[src/assert_macros.svh]
// Assertion helpers for the refine selector RTL.
`ifndef ASSERT_MACROS_SVH
`define ASSERT_MACROS_SVH

// Checks that prop holds at every rising clock edge outside reset.
`define ASSERT_ALWAYS(label, clk, rst_n, prop, msg) \
  label: assert property (@(posedge clk) disable iff (!rst_n) (prop)) else $error(msg);

// Checks that cons follows ante in the same cycle, outside reset.
`define ASSERT_IMPLIES(label, clk, rst_n, ante, cons, msg) \
  label: assert property (@(posedge clk) disable iff (!rst_n) (ante) |-> (cons)) \
    else $error(msg);

`endif

[src/rcs_pkg.sv]
`timescale 1ns / 1ps
// ----------------------------------------------------------------------------
// rcs_pkg
// Shared types and constants of the refine candidate selector.
// ----------------------------------------------------------------------------
package rcs_pkg;
  localparam int unsigned MaxItems       = 4096;
  localparam int unsigned MaxSelectDepth = 32;
  localparam int unsigned PrioW          = 25;
  localparam int unsigned IdxW           = 12;
  localparam int unsigned CfgIdxW        = 3;
  localparam int unsigned CfgDataW       = 17;

  localparam logic [CfgIdxW-1:0] CfgStableMin = 3'd0;
  localparam logic [CfgIdxW-1:0] CfgResThresh = 3'd1;
  localparam logic [CfgIdxW-1:0] CfgConfThresh = 3'd2;
  localparam logic [CfgIdxW-1:0] CfgMaxUnstable = 3'd3;
  localparam logic [CfgIdxW-1:0] CfgMaxSelect = 3'd4;

  typedef enum logic [2:0] {
    StIdle,
    StDiv,
    StScan,
    StShift,
    StClass,
    StEmit
  } state_e;
endpackage

[src/rcs_if.sv]
`timescale 1ns / 1ps
// ----------------------------------------------------------------------------
// rcs_in_if / rcs_out_if
// Valid/ready channels of the refine candidate selector.
// ----------------------------------------------------------------------------
interface rcs_in_if;
  logic        valid;
  logic        ready;
  logic [15:0] obs_age;
  logic [15:0] color_residual;
  logic [15:0] depth_residual;
  logic [15:0] confidence;
  logic [23:0] frozen_until;
  logic [23:0] current_frame;
  logic        newly_active;
  logic        last_item;
  modport source (output valid, obs_age, color_residual, depth_residual, confidence,
                  frozen_until, current_frame, newly_active, last_item, input ready);
  modport sink (input valid, obs_age, color_residual, depth_residual, confidence,
                frozen_until, current_frame, newly_active, last_item, output ready);
endinterface

interface rcs_out_if;
  logic        valid;
  logic        ready;
  logic        result_kind;
  logic [11:0] item_index;
  logic        unstable;
  logic [24:0] priority_res;
  logic        end_of_run;
  modport source (output valid, result_kind, item_index, unstable, priority_res,
                  end_of_run, input ready);
  modport sink (input valid, result_kind, item_index, unstable, priority_res,
                end_of_run, output ready);
endinterface

[src/rcs_ram.sv]
`timescale 1ns / 1ps
// ----------------------------------------------------------------------------
// rcs_ram
// Generic simple dual-port RAM (one write port, one read port), registered read.
// ----------------------------------------------------------------------------
module rcs_ram #(
  parameter int unsigned Width = 8,
  parameter int unsigned Depth = 32
) (
  input  logic                     clk_i,
  input  logic                     we_i,
  input  logic [$clog2(Depth)-1:0] waddr_i,
  input  logic [Width-1:0]         wdata_i,
  input  logic [$clog2(Depth)-1:0] raddr_i,
  output logic [Width-1:0]         rdata_o
);
  logic [Width-1:0] mem_q [Depth];

  always_ff @(posedge clk_i) begin
    if (we_i) begin
      mem_q[waddr_i] <= wdata_i;
    end
    rdata_o <= mem_q[raddr_i];
  end
endmodule

[src/rcs_div.sv]
`timescale 1ns / 1ps
// ----------------------------------------------------------------------------
// rcs_div
// Radix-2 restoring divider, one quotient bit per cycle.
// ----------------------------------------------------------------------------
module rcs_div (
  input  logic                    clk_i,
  input  logic                    rst_ni,
  input  logic                    start_i,
  input  logic [rcs_pkg::PrioW-1:0] dividend_i,
  input  logic [15:0]             divisor_i,
  output logic                    done_o,
  output logic [rcs_pkg::PrioW-1:0] quot_o
);
  localparam int unsigned W = rcs_pkg::PrioW;
  logic [$clog2(W+1)-1:0] cnt_q, cnt_d;
  logic [W-1:0]  q_q, q_d;
  logic [16:0]   r_q, r_d;
  logic [15:0]   dv_q, dv_d;
  logic          busy_q, busy_d, done_q, done_d;
  logic [16:0]   trial;

  always_comb begin
    q_d = q_q; r_d = r_q; dv_d = dv_q; cnt_d = cnt_q;
    busy_d = busy_q; done_d = 1'b0;
    trial = {r_q[15:0], q_q[W-1]};
    if (start_i) begin
      q_d = dividend_i; r_d = '0; dv_d = divisor_i;
      cnt_d = ($clog2(W+1))'(W); busy_d = 1'b1;
    end else if (busy_q) begin
      if (trial >= {1'b0, dv_q}) begin
        r_d = trial - {1'b0, dv_q};
        q_d = {q_q[W-2:0], 1'b1};
      end else begin
        r_d = trial;
        q_d = {q_q[W-2:0], 1'b0};
      end
      cnt_d = cnt_q - 1'b1;
      if (cnt_q == 1) begin
        busy_d = 1'b0; done_d = 1'b1;
      end
    end
  end

  always_ff @(posedge clk_i or negedge rst_ni) begin
    if (!rst_ni) begin
      busy_q <= 1'b0; done_q <= 1'b0; cnt_q <= '0;
    end else begin
      busy_q <= busy_d; done_q <= done_d; cnt_q <= cnt_d;
    end
  end

  always_ff @(posedge clk_i) begin
    q_q <= q_d; r_q <= r_d; dv_q <= dv_d;
  end

  assign done_o = done_q;
  assign quot_o = q_q;
endmodule

[src/refine_candidate_top_k_selector_unit.sv]
`timescale 1ns / 1ps
// ----------------------------------------------------------------------------
// refine_candidate_top_k_selector_unit
// Classifies map elements, computes refine priority, keeps a sorted top list
// and emits the chosen indices at the end of each pass.
// ----------------------------------------------------------------------------
// channel   | dir | word
// in_w      | in  | element metadata, one per element
// out_w     | out | classification, then selected indices on the last element
// cfg       | in  | write enable, index, data (5 registers)
//
// An unstable element is accepted and divided for its 25-bit priority. Then a
// list scan finds the insert position, each entry behind it is read and written
// one place back, and the new entry is written, unless the list is full and it
// ranks last. The classification word follows. A stable element goes straight
// to its classification word. Selected words come out one at a time, each read
// from the RAMs. rst_ni clears counters, fill and control, not the RAMs. out_w
// stalls simply hold the sequencer in its class or emit state.
// ----------------------------------------------------------------------------
`include "assert_macros.svh"

module refine_candidate_top_k_selector_unit #(
  parameter int unsigned MaxItems       = rcs_pkg::MaxItems,
  parameter int unsigned MaxSelectDepth = rcs_pkg::MaxSelectDepth
) (
  input  logic                         clk_i,
  input  logic                         rst_ni,
  rcs_in_if.sink                       in_w,
  rcs_out_if.source                    out_w,
  input  logic                         cfg_we_i,
  input  logic [rcs_pkg::CfgIdxW-1:0]  cfg_idx_i,
  input  logic [rcs_pkg::CfgDataW-1:0] cfg_data_i
);
  localparam int unsigned AW = (MaxSelectDepth > 1) ? $clog2(MaxSelectDepth) : 1;
  localparam int unsigned FW = $clog2(MaxSelectDepth + 1);
  localparam int unsigned CW = $clog2(MaxItems);
  localparam int unsigned PW = rcs_pkg::PrioW;
  localparam int unsigned IW = rcs_pkg::IdxW;

  // configuration
  logic [15:0] stable_min_q, conf_thr_q;
  logic [16:0] res_thr_q;
  logic [12:0] max_unst_q;
  logic [5:0]  max_sel_q;

  always_ff @(posedge clk_i or negedge rst_ni) begin
    if (!rst_ni) begin
      stable_min_q <= 16'd3; res_thr_q <= 17'h1FFFF; conf_thr_q <= '0;
      max_unst_q <= 13'd4096; max_sel_q <= 6'd32;
    end else if (cfg_we_i) begin
      case (cfg_idx_i)
        rcs_pkg::CfgStableMin:   stable_min_q <= cfg_data_i[15:0];
        rcs_pkg::CfgResThresh:   res_thr_q    <= cfg_data_i;
        rcs_pkg::CfgConfThresh:  conf_thr_q   <= cfg_data_i[15:0];
        rcs_pkg::CfgMaxUnstable: max_unst_q   <= cfg_data_i[12:0];
        rcs_pkg::CfgMaxSelect:   max_sel_q    <= cfg_data_i[5:0];
        default: ;
      endcase
    end
  end

  rcs_pkg::state_e state_q, state_d;
  logic [CW-1:0] elem_cnt_q, elem_cnt_d;
  logic [12:0]   unst_cnt_q, unst_cnt_d;
  logic [FW-1:0] fill_q, fill_d;
  logic [FW-1:0] ptr_q, ptr_d;      // scan / shift / emit pointer
  logic [FW-1:0] pos_q, pos_d;      // insert position
  logic [FW-1:0] sel_q, sel_d;
  logic          unst_q, unst_d, last_q, last_d;
  logic [CW-1:0] idx_q, idx_d;
  logic [PW-1:0] prio_q, prio_d;

  // RAM ports
  logic          we;
  logic [AW-1:0] waddr, raddr;
  logic [IW-1:0] widx, ridx;
  logic [PW-1:0] wprio, rprio;
  logic          rd_ok_q, rd_ok_d;  // read data valid for the previous read addr

  rcs_ram #(.Width(IW), .Depth(MaxSelectDepth)) u_idx_ram (
    .clk_i, .we_i(we), .waddr_i(waddr), .wdata_i(widx), .raddr_i(raddr), .rdata_o(ridx));
  rcs_ram #(.Width(PW), .Depth(MaxSelectDepth)) u_prio_ram (
    .clk_i, .we_i(we), .waddr_i(waddr), .wdata_i(wprio), .raddr_i(raddr), .rdata_o(rprio));

  // divider loads straight from the accepted word: (256 + cres) * 256 / max(1, age)
  logic          div_start, div_done;
  logic [PW-1:0] quot;
  logic [15:0]   den;
  assign den = (in_w.obs_age == 16'd0) ? 16'd1 : in_w.obs_age;

  rcs_div u_div (
    .clk_i, .rst_ni, .start_i(div_start),
    .dividend_i({1'b0, in_w.color_residual, 8'd0} + 25'd65536),
    .divisor_i(den), .done_o(div_done), .quot_o(quot));

  // classification
  logic cand;
  assign cand = (in_w.obs_age < stable_min_q)
      || ({1'b0, in_w.color_residual} + {1'b0, in_w.depth_residual} > res_thr_q)
      || (in_w.confidence < conf_thr_q) || (in_w.frozen_until > in_w.current_frame)
      || in_w.newly_active;

  logic acc, o_fire;
  assign acc = in_w.valid && in_w.ready;
  assign o_fire = out_w.valid && out_w.ready;

  logic [FW-1:0] sel_lim;
  logic [6:0] ms_clip;
  assign ms_clip = (max_sel_q > 6'(MaxSelectDepth)) ? 7'(MaxSelectDepth) : {1'b0, max_sel_q};

  always_comb begin
    state_d = state_q; elem_cnt_d = elem_cnt_q; unst_cnt_d = unst_cnt_q;
    fill_d = fill_q; ptr_d = ptr_q; pos_d = pos_q; sel_d = sel_q;
    unst_d = unst_q; last_d = last_q; idx_d = idx_q; prio_d = prio_q;
    rd_ok_d = 1'b0; div_start = 1'b0;
    we = 1'b0; waddr = '0; widx = '0; wprio = '0; raddr = '0;
    sel_lim = (7'(fill_q) < ms_clip) ? fill_q : FW'(ms_clip);
    in_w.ready = (state_q == rcs_pkg::StIdle);
    out_w.valid = 1'b0; out_w.result_kind = 1'b0; out_w.item_index = '0;
    out_w.unstable = 1'b0; out_w.priority_res = '0; out_w.end_of_run = 1'b0;
    case (state_q)
      rcs_pkg::StIdle: begin
        if (acc) begin
          idx_d = elem_cnt_q; last_d = in_w.last_item; prio_d = '0;
          if (elem_cnt_q != CW'(MaxItems - 1)) elem_cnt_d = elem_cnt_q + 1'b1;
          unst_d = cand && (unst_cnt_q < max_unst_q);
          if (cand && (unst_cnt_q < max_unst_q)) begin
            unst_cnt_d = unst_cnt_q + 1'b1;
            div_start = 1'b1;
            state_d = rcs_pkg::StDiv;
          end else begin
            state_d = rcs_pkg::StClass;
          end
        end
      end
      rcs_pkg::StDiv: begin
        if (div_done) begin
          prio_d = quot; ptr_d = '0; state_d = rcs_pkg::StScan;
        end
      end
      rcs_pkg::StScan: begin
        // issue read at ptr; compare read data of ptr-1 when valid
        raddr = AW'(ptr_q);
        if (rd_ok_q && rprio < prio_q) begin
          pos_d = ptr_q - 1'b1;
          ptr_d = (fill_q == FW'(MaxSelectDepth)) ? FW'(MaxSelectDepth - 1) : fill_q;
          state_d = rcs_pkg::StShift;
        end else if (ptr_q == fill_q) begin
          pos_d = fill_q; ptr_d = fill_q;
          state_d = (fill_q == FW'(MaxSelectDepth)) ? rcs_pkg::StClass : rcs_pkg::StShift;
        end else begin
          ptr_d = ptr_q + 1'b1; rd_ok_d = 1'b1;
        end
      end
      rcs_pkg::StShift: begin
        // ptr_q > pos: read ptr-1, then write into ptr next cycle
        if (ptr_q == pos_q) begin
          we = 1'b1; waddr = AW'(pos_q); widx = IW'(idx_q); wprio = prio_q;
          if (fill_q != FW'(MaxSelectDepth)) fill_d = fill_q + 1'b1;
          state_d = rcs_pkg::StClass;
        end else begin
          raddr = AW'(ptr_q - 1'b1);
          if (rd_ok_q) begin
            we = 1'b1; waddr = AW'(ptr_q); widx = ridx; wprio = rprio;
            ptr_d = ptr_q - 1'b1;
          end else begin
            rd_ok_d = 1'b1;
          end
        end
      end
      rcs_pkg::StClass: begin
        out_w.valid = 1'b1; out_w.item_index = IW'(idx_q);
        out_w.unstable = unst_q; out_w.priority_res = prio_q;
        out_w.end_of_run = !last_q || (sel_lim == 0);
        raddr = '0;
        if (o_fire) begin
          sel_d = sel_lim; ptr_d = '0;
          if (!last_q) state_d = rcs_pkg::StIdle;
          else if (sel_lim == 0) begin
            state_d = rcs_pkg::StIdle; elem_cnt_d = '0; unst_cnt_d = '0; fill_d = '0;
          end else state_d = rcs_pkg::StEmit;
        end
      end
      rcs_pkg::StEmit: begin
        // RAM output holds entry ptr_q (address held until advance)
        raddr = AW'(ptr_q);
        out_w.valid = rd_ok_q; out_w.result_kind = 1'b1; out_w.item_index = ridx;
        out_w.unstable = 1'b1; out_w.priority_res = rprio;
        out_w.end_of_run = (ptr_q + 1'b1 == sel_q);
        rd_ok_d = 1'b1;
        if (o_fire) begin
          rd_ok_d = 1'b0;
          ptr_d = ptr_q + 1'b1;
          if (ptr_q + 1'b1 == sel_q) begin
            state_d = rcs_pkg::StIdle; elem_cnt_d = '0; unst_cnt_d = '0; fill_d = '0;
          end
        end
      end
      default: state_d = rcs_pkg::StIdle;
    endcase
  end

  always_ff @(posedge clk_i or negedge rst_ni) begin
    if (!rst_ni) begin
      state_q <= rcs_pkg::StIdle; elem_cnt_q <= '0; unst_cnt_q <= '0; fill_q <= '0;
      ptr_q <= '0; rd_ok_q <= 1'b0;
    end else begin
      state_q <= state_d; elem_cnt_q <= elem_cnt_d; unst_cnt_q <= unst_cnt_d;
      fill_q <= fill_d; ptr_q <= ptr_d; rd_ok_q <= rd_ok_d;
    end
  end

  always_ff @(posedge clk_i) begin
    pos_q <= pos_d; sel_q <= sel_d; unst_q <= unst_d; last_q <= last_d;
    idx_q <= idx_d; prio_q <= prio_d;
  end

  `ASSERT_ALWAYS(a_fill_bound, clk_i, rst_ni, fill_q <= FW'(MaxSelectDepth),
    "top list fill beyond depth")
  `ASSERT_IMPLIES(a_no_accept_busy, clk_i, rst_ni, state_q != rcs_pkg::StIdle,
    !in_w.ready, "input ready while busy")
  `ASSERT_IMPLIES(a_stable_zero, clk_i, rst_ni,
    out_w.valid && !out_w.result_kind && !out_w.unstable, out_w.priority_res == '0,
    "stable element with nonzero priority")
endmodule

[src/flat_wrapper.sv]
// flat-port wrapper written by rule: the top's interface ports become plain ports
module refine_candidate_top_k_selector_unit_flat 
#(
  parameter int unsigned MaxItems       = rcs_pkg::MaxItems,
  parameter int unsigned MaxSelectDepth = rcs_pkg::MaxSelectDepth
)
  (clk_i, rst_ni, cfg_we_i, cfg_idx_i, cfg_data_i, in_w_valid, in_w_obs_age, in_w_color_residual, in_w_depth_residual, in_w_confidence, in_w_frozen_until, in_w_current_frame, in_w_newly_active, in_w_last_item, in_w_ready, out_w_valid, out_w_result_kind, out_w_item_index, out_w_unstable, out_w_priority_res, out_w_end_of_run, out_w_ready);
  rcs_in_if in_w_i ();
  rcs_out_if out_w_i ();
  input  logic clk_i;
  input  logic rst_ni;
  input  logic cfg_we_i;
  input  logic [rcs_pkg::CfgIdxW-1:0] cfg_idx_i;
  input  logic [rcs_pkg::CfgDataW-1:0] cfg_data_i;
  input wire logic [$bits(in_w_i.valid)-1:0] in_w_valid;
  input wire logic [$bits(in_w_i.obs_age)-1:0] in_w_obs_age;
  input wire logic [$bits(in_w_i.color_residual)-1:0] in_w_color_residual;
  input wire logic [$bits(in_w_i.depth_residual)-1:0] in_w_depth_residual;
  input wire logic [$bits(in_w_i.confidence)-1:0] in_w_confidence;
  input wire logic [$bits(in_w_i.frozen_until)-1:0] in_w_frozen_until;
  input wire logic [$bits(in_w_i.current_frame)-1:0] in_w_current_frame;
  input wire logic [$bits(in_w_i.newly_active)-1:0] in_w_newly_active;
  input wire logic [$bits(in_w_i.last_item)-1:0] in_w_last_item;
  output wire logic [$bits(in_w_i.ready)-1:0] in_w_ready;
  output wire logic [$bits(out_w_i.valid)-1:0] out_w_valid;
  output wire logic [$bits(out_w_i.result_kind)-1:0] out_w_result_kind;
  output wire logic [$bits(out_w_i.item_index)-1:0] out_w_item_index;
  output wire logic [$bits(out_w_i.unstable)-1:0] out_w_unstable;
  output wire logic [$bits(out_w_i.priority_res)-1:0] out_w_priority_res;
  output wire logic [$bits(out_w_i.end_of_run)-1:0] out_w_end_of_run;
  input wire logic [$bits(out_w_i.ready)-1:0] out_w_ready;
  assign in_w_i.valid = in_w_valid;
  assign in_w_i.obs_age = in_w_obs_age;
  assign in_w_i.color_residual = in_w_color_residual;
  assign in_w_i.depth_residual = in_w_depth_residual;
  assign in_w_i.confidence = in_w_confidence;
  assign in_w_i.frozen_until = in_w_frozen_until;
  assign in_w_i.current_frame = in_w_current_frame;
  assign in_w_i.newly_active = in_w_newly_active;
  assign in_w_i.last_item = in_w_last_item;
  assign in_w_ready = in_w_i.ready;
  assign out_w_valid = out_w_i.valid;
  assign out_w_result_kind = out_w_i.result_kind;
  assign out_w_item_index = out_w_i.item_index;
  assign out_w_unstable = out_w_i.unstable;
  assign out_w_priority_res = out_w_i.priority_res;
  assign out_w_end_of_run = out_w_i.end_of_run;
  assign out_w_i.ready = out_w_ready;
  refine_candidate_top_k_selector_unit #(.MaxItems(MaxItems), .MaxSelectDepth(MaxSelectDepth)) u_core (.clk_i(clk_i), .rst_ni(rst_ni), .in_w(in_w_i), .out_w(out_w_i), .cfg_we_i(cfg_we_i), .cfg_idx_i(cfg_idx_i), .cfg_data_i(cfg_data_i));
endmodule
[config.mk]
export PLATFORM = sky130hd
export DESIGN_NAME = refine_candidate_top_k_selector_unit_flat
export DESIGN_NICKNAME = d
export VERILOG_FILES = /design/src/rcs_pkg.sv /design/src/rcs_if.sv /design/src/rcs_ram.sv /design/src/rcs_div.sv /design/src/refine_candidate_top_k_selector_unit.sv /design/src/flat_wrapper.sv
export VERILOG_INCLUDE_DIRS = /design/src /design/src/src
export SDC_FILE = /design/constraint.sdc
export NUM_CORES = 2
export LEC_CHECK = 0
export BUFFER_PORTS_ARGS = -buffer_cell sky130_fd_sc_hd__clkbuf_2
export CORE_MARGIN = 5
export CORE_UTILIZATION = 25
export DETAILED_ROUTE_END_ITERATION = 16
export PLACE_DENSITY = 0.44
export REMOVE_ABC_BUFFERS = 1
export SLEW_MARGIN = 20
export SYNTH_ARGS = -nofsm -noshare
export SYNTH_HDL_FRONTEND = slang
export SYNTH_HIERARCHICAL = 1
export SYNTH_SLANG_ARGS = --single-unit
export TNS_END_PERCENT = 5
[constraint.sdc]
create_clock -name clk_i -period 4 [get_ports clk_i]
set_input_delay 0.6 -clock clk_i [delete_from_list [all_inputs] [get_ports clk_i]]
set_output_delay 0.6 -clock clk_i [all_outputs]
set_load 0.01 [all_outputs]
# Word-level counts from Yosys, hierarchy flattened
# Memories as Yosys holds them, arrays and structs flattened. A register that Yosys moved wholly into a read port is not among the register bits.
# Cells that the tools add are included.
# op_classes
addsub	9
magnitude_cmp	9
n_eq_ne	30
n_mux	96
n_reduce_logical	35
# ops
operator	n
$mux 25	7
$mux 12	10
$mux 6	19
$pmux 25 s2	2
$mux 13	7
$pmux 13 s3	1
$mux 3	12
$pmux 12 s3	1
$lt 16x16->1	2
$mux 5	6
$pmux 6 s5	1
$add 24x17->25 const B	1
$lt 25x25->1	1
$gt 24x24->1	1
$pmux 12 s2	1
$reduce_and 8->1	3
$mux 1	21
$eq 6x6->1	3
$pmux 3 s6	1
$pmux 6 s3	1
$add 16x16->17	1
$ge 17x16->1	1
$gt 17x17->1	1
$logic_not 16->1	1
36 further kinds	74
# totals
reg_bits	224
ram_bits	1184
inputBits	139
output_inout_bits	42
mem_count	2
# memory_table
memory	depth	word_bits	read_ports	rd_ports_with_merged_regs	write_ports	line_no	rtl
u_core.u_prio_ram.mem_q	32	25	1	1	1	rcs_ram.sv:17	logic [Width-1:0] mem_q [Depth];
u_core.u_idx_ram.mem_q	32	12	1	1	1	rcs_ram.sv:17	

# Depth between registers and ports, before layout
# logic_depth
word_depth	11
ltp_mapped	27
depth_no_buf	25

# Hierarchy
# Netlist, hierarchy kept.
# by_module_without_submodules
module	instances	cells_per_inst	area_each_um2	seq_area_each_um2
rcs_ram at u_core.u_prio_ram	1	1778	31826.8	24523.5
rcs_ram at u_core.u_idx_ram	1	868	15468.6	11771.3
refine_candidate_top_k_selector_unit	1	1370	12024.0	4285.4
rcs_div	1	319	3550.9	1726.7

# Least setup slack after synthesis
# OpenSTA, ideal clock, no wires.
# synth_path
path_kind	input-to-reg
startpoint	input in_w_color_residual[0]
endpoint	register u_core.u_div.q_q[0], in the netlist u_core/u_div/quot_o[0] (enable)
arrival_time_ns	5.382
required_ns	3.688
slack_ns	-1.694
cell_stages	26
n_path_buf	3
path_cell_list	ha_1 > inv_1 > fa_1 > nor2b_1 > o21a_1 > o21ai_0 > a21oi_1 > a41o_1 > nor4_1 > nor3_1 > a31oi_1 > xnor2_1 > ha_1 > a21oi_1 > nor2_1 > a211oi_1 > mux2i_1 > a32o_1 > a211oi_1 > nor2_1 > nand2_1 > clkbuf_1 > inv_1 > clkbuf_1 > clkbuf_1 > or2_2
# synth_between
elab_chain_len	11
# synth_lines
item	line_no	rtl
start, declared	flat_wrapper.sv:17	input wire logic [$bits(in_w_i.color_residual)-1:0] in_w_color_residual;
$add 16x16->17	refine_candidate_top_k_selector_unit.sv:99	|| ({1'b0, in_w.color_residual} + {1'b0, in_w.depth_residual} > res_thr_q)
$gt 17x17->1	refine_candidate_top_k_selector_unit.sv:99	
$logic_or 1x1->1	refine_candidate_top_k_selector_unit.sv:99	
$logic_or 1x1->1 (2 in series)	refine_candidate_top_k_selector_unit.sv:100	|| (in_w.confidence < conf_thr_q) || (in_w.frozen_until > in_w.current_frame)
$logic_or 1x1->1	refine_candidate_top_k_selector_unit.sv:101	|| in_w.newly_active;
$logic_and 1x1->1	refine_candidate_top_k_selector_unit.sv:127	if (cand && (unst_cnt_q < max_unst_q)) begin
$mux 1	refine_candidate_top_k_selector_unit.sv:127	
$mux 1	refine_candidate_top_k_selector_unit.sv:123	if (acc) begin
$mux 1	refine_candidate_top_k_selector_unit.sv:121	case (state_q)
named net u_core.div_start	refine_candidate_top_k_selector_unit.sv:86	logic div_start, div_done;
$reduce_bool 2->1 (no line)	n/a	
end signal, assigned	rcs_div.sv:54	q_q <= q_d; r_q <= r_d; dv_q <= dv_d;
end, declared	rcs_div.sv:17	logic [W-1:0] q_q, q_d;
# The timed path passes the listed nets, and every way through them passes these cells.
# A chain may end at the register's enable or synchronous reset.

# Final worst setup path
# layout_path
startpoint	input in_w_color_residual[1]
endpoint	register u_core.u_div.r_q[11]
# layout_between
elab_chain_len	10
# layout_lines
item	line_no	rtl
$add 16x16->17	refine_candidate_top_k_selector_unit.sv:99	
$gt 17x17->1	refine_candidate_top_k_selector_unit.sv:99	
$logic_or 1x1->1	refine_candidate_top_k_selector_unit.sv:99	
$logic_or 1x1->1 (2 in series)	refine_candidate_top_k_selector_unit.sv:100	
$logic_or 1x1->1	refine_candidate_top_k_selector_unit.sv:101	
$logic_and 1x1->1	refine_candidate_top_k_selector_unit.sv:127	
$mux 1	refine_candidate_top_k_selector_unit.sv:127	
$mux 1	refine_candidate_top_k_selector_unit.sv:123	
$mux 1	refine_candidate_top_k_selector_unit.sv:121	
end signal, assigned	rcs_div.sv:54	
end, declared	rcs_div.sv:18	logic [16:0] r_q, r_d;
# Every way passes these cells.

==> out/metrics.csv <==
stage;metric;value;unit
floorplan;start_util;25.1;%
worst_setup_path;cp-start-kind;input pin;
worst_setup_path;crit_family;compound AO/OA/AOI/OAI gates;
global_route;grt_max_degree;86;
pwr;irDropWorstVdd;0.000289;V
pwr;power.density;509;nW/µm²
floorplan;ios;181;
route;drcViolationCount;0;
sta;finalCritPeriodShare;106;%
synthesis;ys_warn_count;6;
worst_setup_path;crit_buf_inv;5;
sta;timing.final.ws_setup;-0.236;ns
clock_network;clockRootBuffer;clkbuf_16;
clock_network;cts_inserted_buffers;153;
synthesis;synth.avg_cell_area;14.5;µm²
route;wl_per_cell;22.5;µm
sta;finalHoldViolCount;0;
synthesis;synth_area_leader_cell;edfxtp_1;
worst_setup_path;critPathKind;in2reg;
synthesis;yosysSeqAreaShare;67.3;%
route;drtPass1Iterations;7;
clock_network;htreeDepth;4;
floorplan;die_x;511;µm
worst_setup_path;cp_data_arrival_time;4.98;ns
synthesis;ys_ff_latch;1445;
run;maxCapViolCount;0;
worst_setup_path;critical-path-slowest-cell;or3b_4;
route;via_per_inst;4.56;
sta;fin_crit;4.24;ns
route;drt-total-wl;186000;µm
route;vias;37700;
clock_network;clk_latency;0.80;ns
worst_setup_path;worstPathMaxFanout;4;
worst_setup_path;critPathMaxStageDelay;0.40;ns
floorplan;coreArea;251000;µm²
synthesis;netlist.area_leader.share;60.9;%
place;portBuffers;180;
sta;fin_skew;0.0302;ns
synthesis;synth_edf_count;1276;
synthesis;synthCells;4335;
final_layout;nFillCells;25100;
outcome;violations;negative setup slack;
place;routabilityCongestion;0.781;
worst_setup_path;endpoint_kind;flip-flop;
floorplan;dieArea;262000;µm²
final_layout;drive_gt1_share;18.7;%
clock_network;cts_tree;done;
pwr;p_total;38500;µW
synthesis;syn_area;62900;µm²
min_path;hp-class;in2reg;
sta;maxSlewViolCount;0;
final_layout;fin_nets;5092;
worst_setup_path;critPathRequiredTime;4.74;ns
sta;maxSlewHeadroom;29.8;%
sta;worst_slew_pin_slew;1.05;ns
global_route;grt_pass1_vias;38300;
outcome;outcome;finished with violations;
synthesis;ys_top_cells_by_count;edfxtp_1, mux2i_1, nand2_1;
sta;setup-violations-final;73;
final_layout;regArea;42300;µm²
route;drt_iter0_drc;2857;
synthesis;ys.flop_type;edfxtp_1;
global_route;grt_pass1_wl;270000;µm
floorplan;row_count;184;
sta;max_freq;236;MHz
pwr;power.leakage;0.0266;µW
route;antenna_left;0;
clock_network;cts_buffer_depth;3;
final_layout;multi_input_area;19000;µm²
global_route;grt-ovfl-total;0;
floorplan;dieHeight;511;µm
final_layout;area_delta_synth_final;20.3;%
sta;fin_hold_ws;0.0960;ns
global_route;track_usage;13.8;%
synthesis;netlist_top_cells_area;edfxtp_1, mux2i_1, dfrtp_1, ha_1, dfxtp_1;
sta;rsz0062_at_grt;true;
clock_network;clock_sink_count;1445;
synthesis;synth.most_common_cell;edfxtp_1;
global_route;antenna_found_initial;13;
clock_network;path_clk_slew;0.06;ns
worst_setup_path;rrSetupSlack;0.35;ns
synthesis;synth.distinct_cells;88;
place;hpwl;118000;µm
synthesis;async_flop_share;8.03;%
==> timing repair <==
item | in CTS | in global routing
hold endpoints to repair | 58 | 0
setup buffers | 7 | 3
pin swaps | 20 | 20
hold buffers | 18 | 0
setup endpoints to repair | 109 | 108
gates cloned | 5 | 0
resized for setup | 60 | 12
==> logic make-up (layout without fill, tap and decap cells) <==
logic type      count (synthesis)  after routing  synth area share, %
flops                        1445           1445                 67.3
simple gates                  857            857                 6.43
compound gates                724            724                 7.81
mux                           688            688                 11.0
buf+inv                       404            982                 3.42
fa+ha+maj                     155            155                 3.11
xor+xnor                       61             61                0.892
other cells                     1             17              0.00596
==> per-stage QoR <==
stage,utilization [%],setup TNS (ns),setup WS [ns],instance area [µm²],std cells
finish,30.1,-8.12,-0.236,75600,8277
global route,30.1,-21.41,-0.425,75600,8274
CTS,30.1,-16.66,-0.381,75500,8265
detailed placement,27.9,-139.86,-1.49,69900,7958
global placement,27.9,-139.72,-1.47,69900,7958
floorplan,-,-4471.27,-61.23,61400,4100
==> final cells by class <==
class | instances | share of cell area [%]
Timing Repair Buffer | 542 | 5.94
Clock buffer | 206 | 5.58
Multi-Input combinational cell | 2493 | 25.1
Inverter | 162 | 0.814
Antenna cell | 9 | 0.0298
Timing Repair inverter | 1 | 0.00993
Sequential cell | 1445 | 56.0
Clock inverter | 71 | 1.01
Tap cell | 3348 | 5.54
==> cells in the final DEF (no fill, tap or decap), types with 35 or more instances in the layout <==
master and count:
a21oi_1 156, a22o_1 117, a22oi_1 125, a31oi_1 49, buf_12 56, buf_4 278
clkbuf_1 41, clkbuf_16 159, clkbuf_2 177, dfrtp_1 93, dfxtp_1 53, edfxtp_1 1276
ha_1 151, inv_1 158, mux2_2 41, mux2i_1 640, nand2_1 258, nand3_1 149
nor2_1 165, nor2_4 35, nor3_1 58, o21ai_0 121, xnor2_1 38
==> where the power goes <==
part | internal [µW] | switching (µW) | total, µW
clock | 8110 | 6080 | 14200
sequential | 17100 | 683 | 17800
combinational | 2710 | 3820 | 6540
total | 27900 | 10600 | 38500
==> per-layer routing <==
metal	share of wire, %	track usage [%]	vias up
met5	0.013	0	-
met4	2.4	3.70	4
met3	4.8	2.44	240
met2	48	23.0	907
met1	45	18.6	19100
li1	-	-	17500
==> path summary, 6_finish.rpt <==
kind | from | end | depth (start not counted)
setup / recovery | in_w_color_residual[1] | u_core/u_div/r_q[11] | 27
hold / removal | cfg_data_i[6] | u_core/res_thr_q[6] | 3
setup reg to reg | u_core/pos_q[5] | u_core/u_idx_ram/mem_q[25][10] | 9
hold reg to reg | u_core/elem_cnt_q[9] | u_core/idx_q[9] | 0
max in group asynchronous | rst_ni | u_core/max_sel_q[5] | 3
min in group asynchronous | rst_ni | u_core/conf_thr_q[0] | 2
==> flip-flops by register name, summed over array words and instances, names as in the netlist, 12 cells and up <==
| register | flops |
|---|---|
| u_core/conf_thr_q | 16 |
| u_core/elem_cnt_q | 12 |
| u_core/idx_q | 12 |
| u_core/max_unst_q | 13 |
| u_core/prio_q | 25 |
| u_core/res_thr_q | 17 |
| u_core/stable_min_q | 16 |
| u_core/u_div/dv_q | 16 |
| u_core/u_div/quot_o | 25 |
| u_core/u_div/r_q | 16 |
| u_core/u_idx_ram/mem_q | 384 |
| u_core/u_idx_ram/rdata_o | 12 |
| u_core/u_prio_ram/mem_q | 800 |
| u_core/u_prio_ram/rdata_o | 25 |
| u_core/unst_cnt_q | 13 |
==> worst register-to-register path, cell delays in order (launching register included) <==
cell      delay (ns)
edfxtp_1        0.38
xnor2_1         0.20
nand4_1         0.14
nor3_1          0.34
and2_2          0.45
a22o_1          0.25
buf_4           0.25
nand3b_1        0.20
nor2_1          0.84
buf_4           0.30
Power figures use the tool's default switching activity.
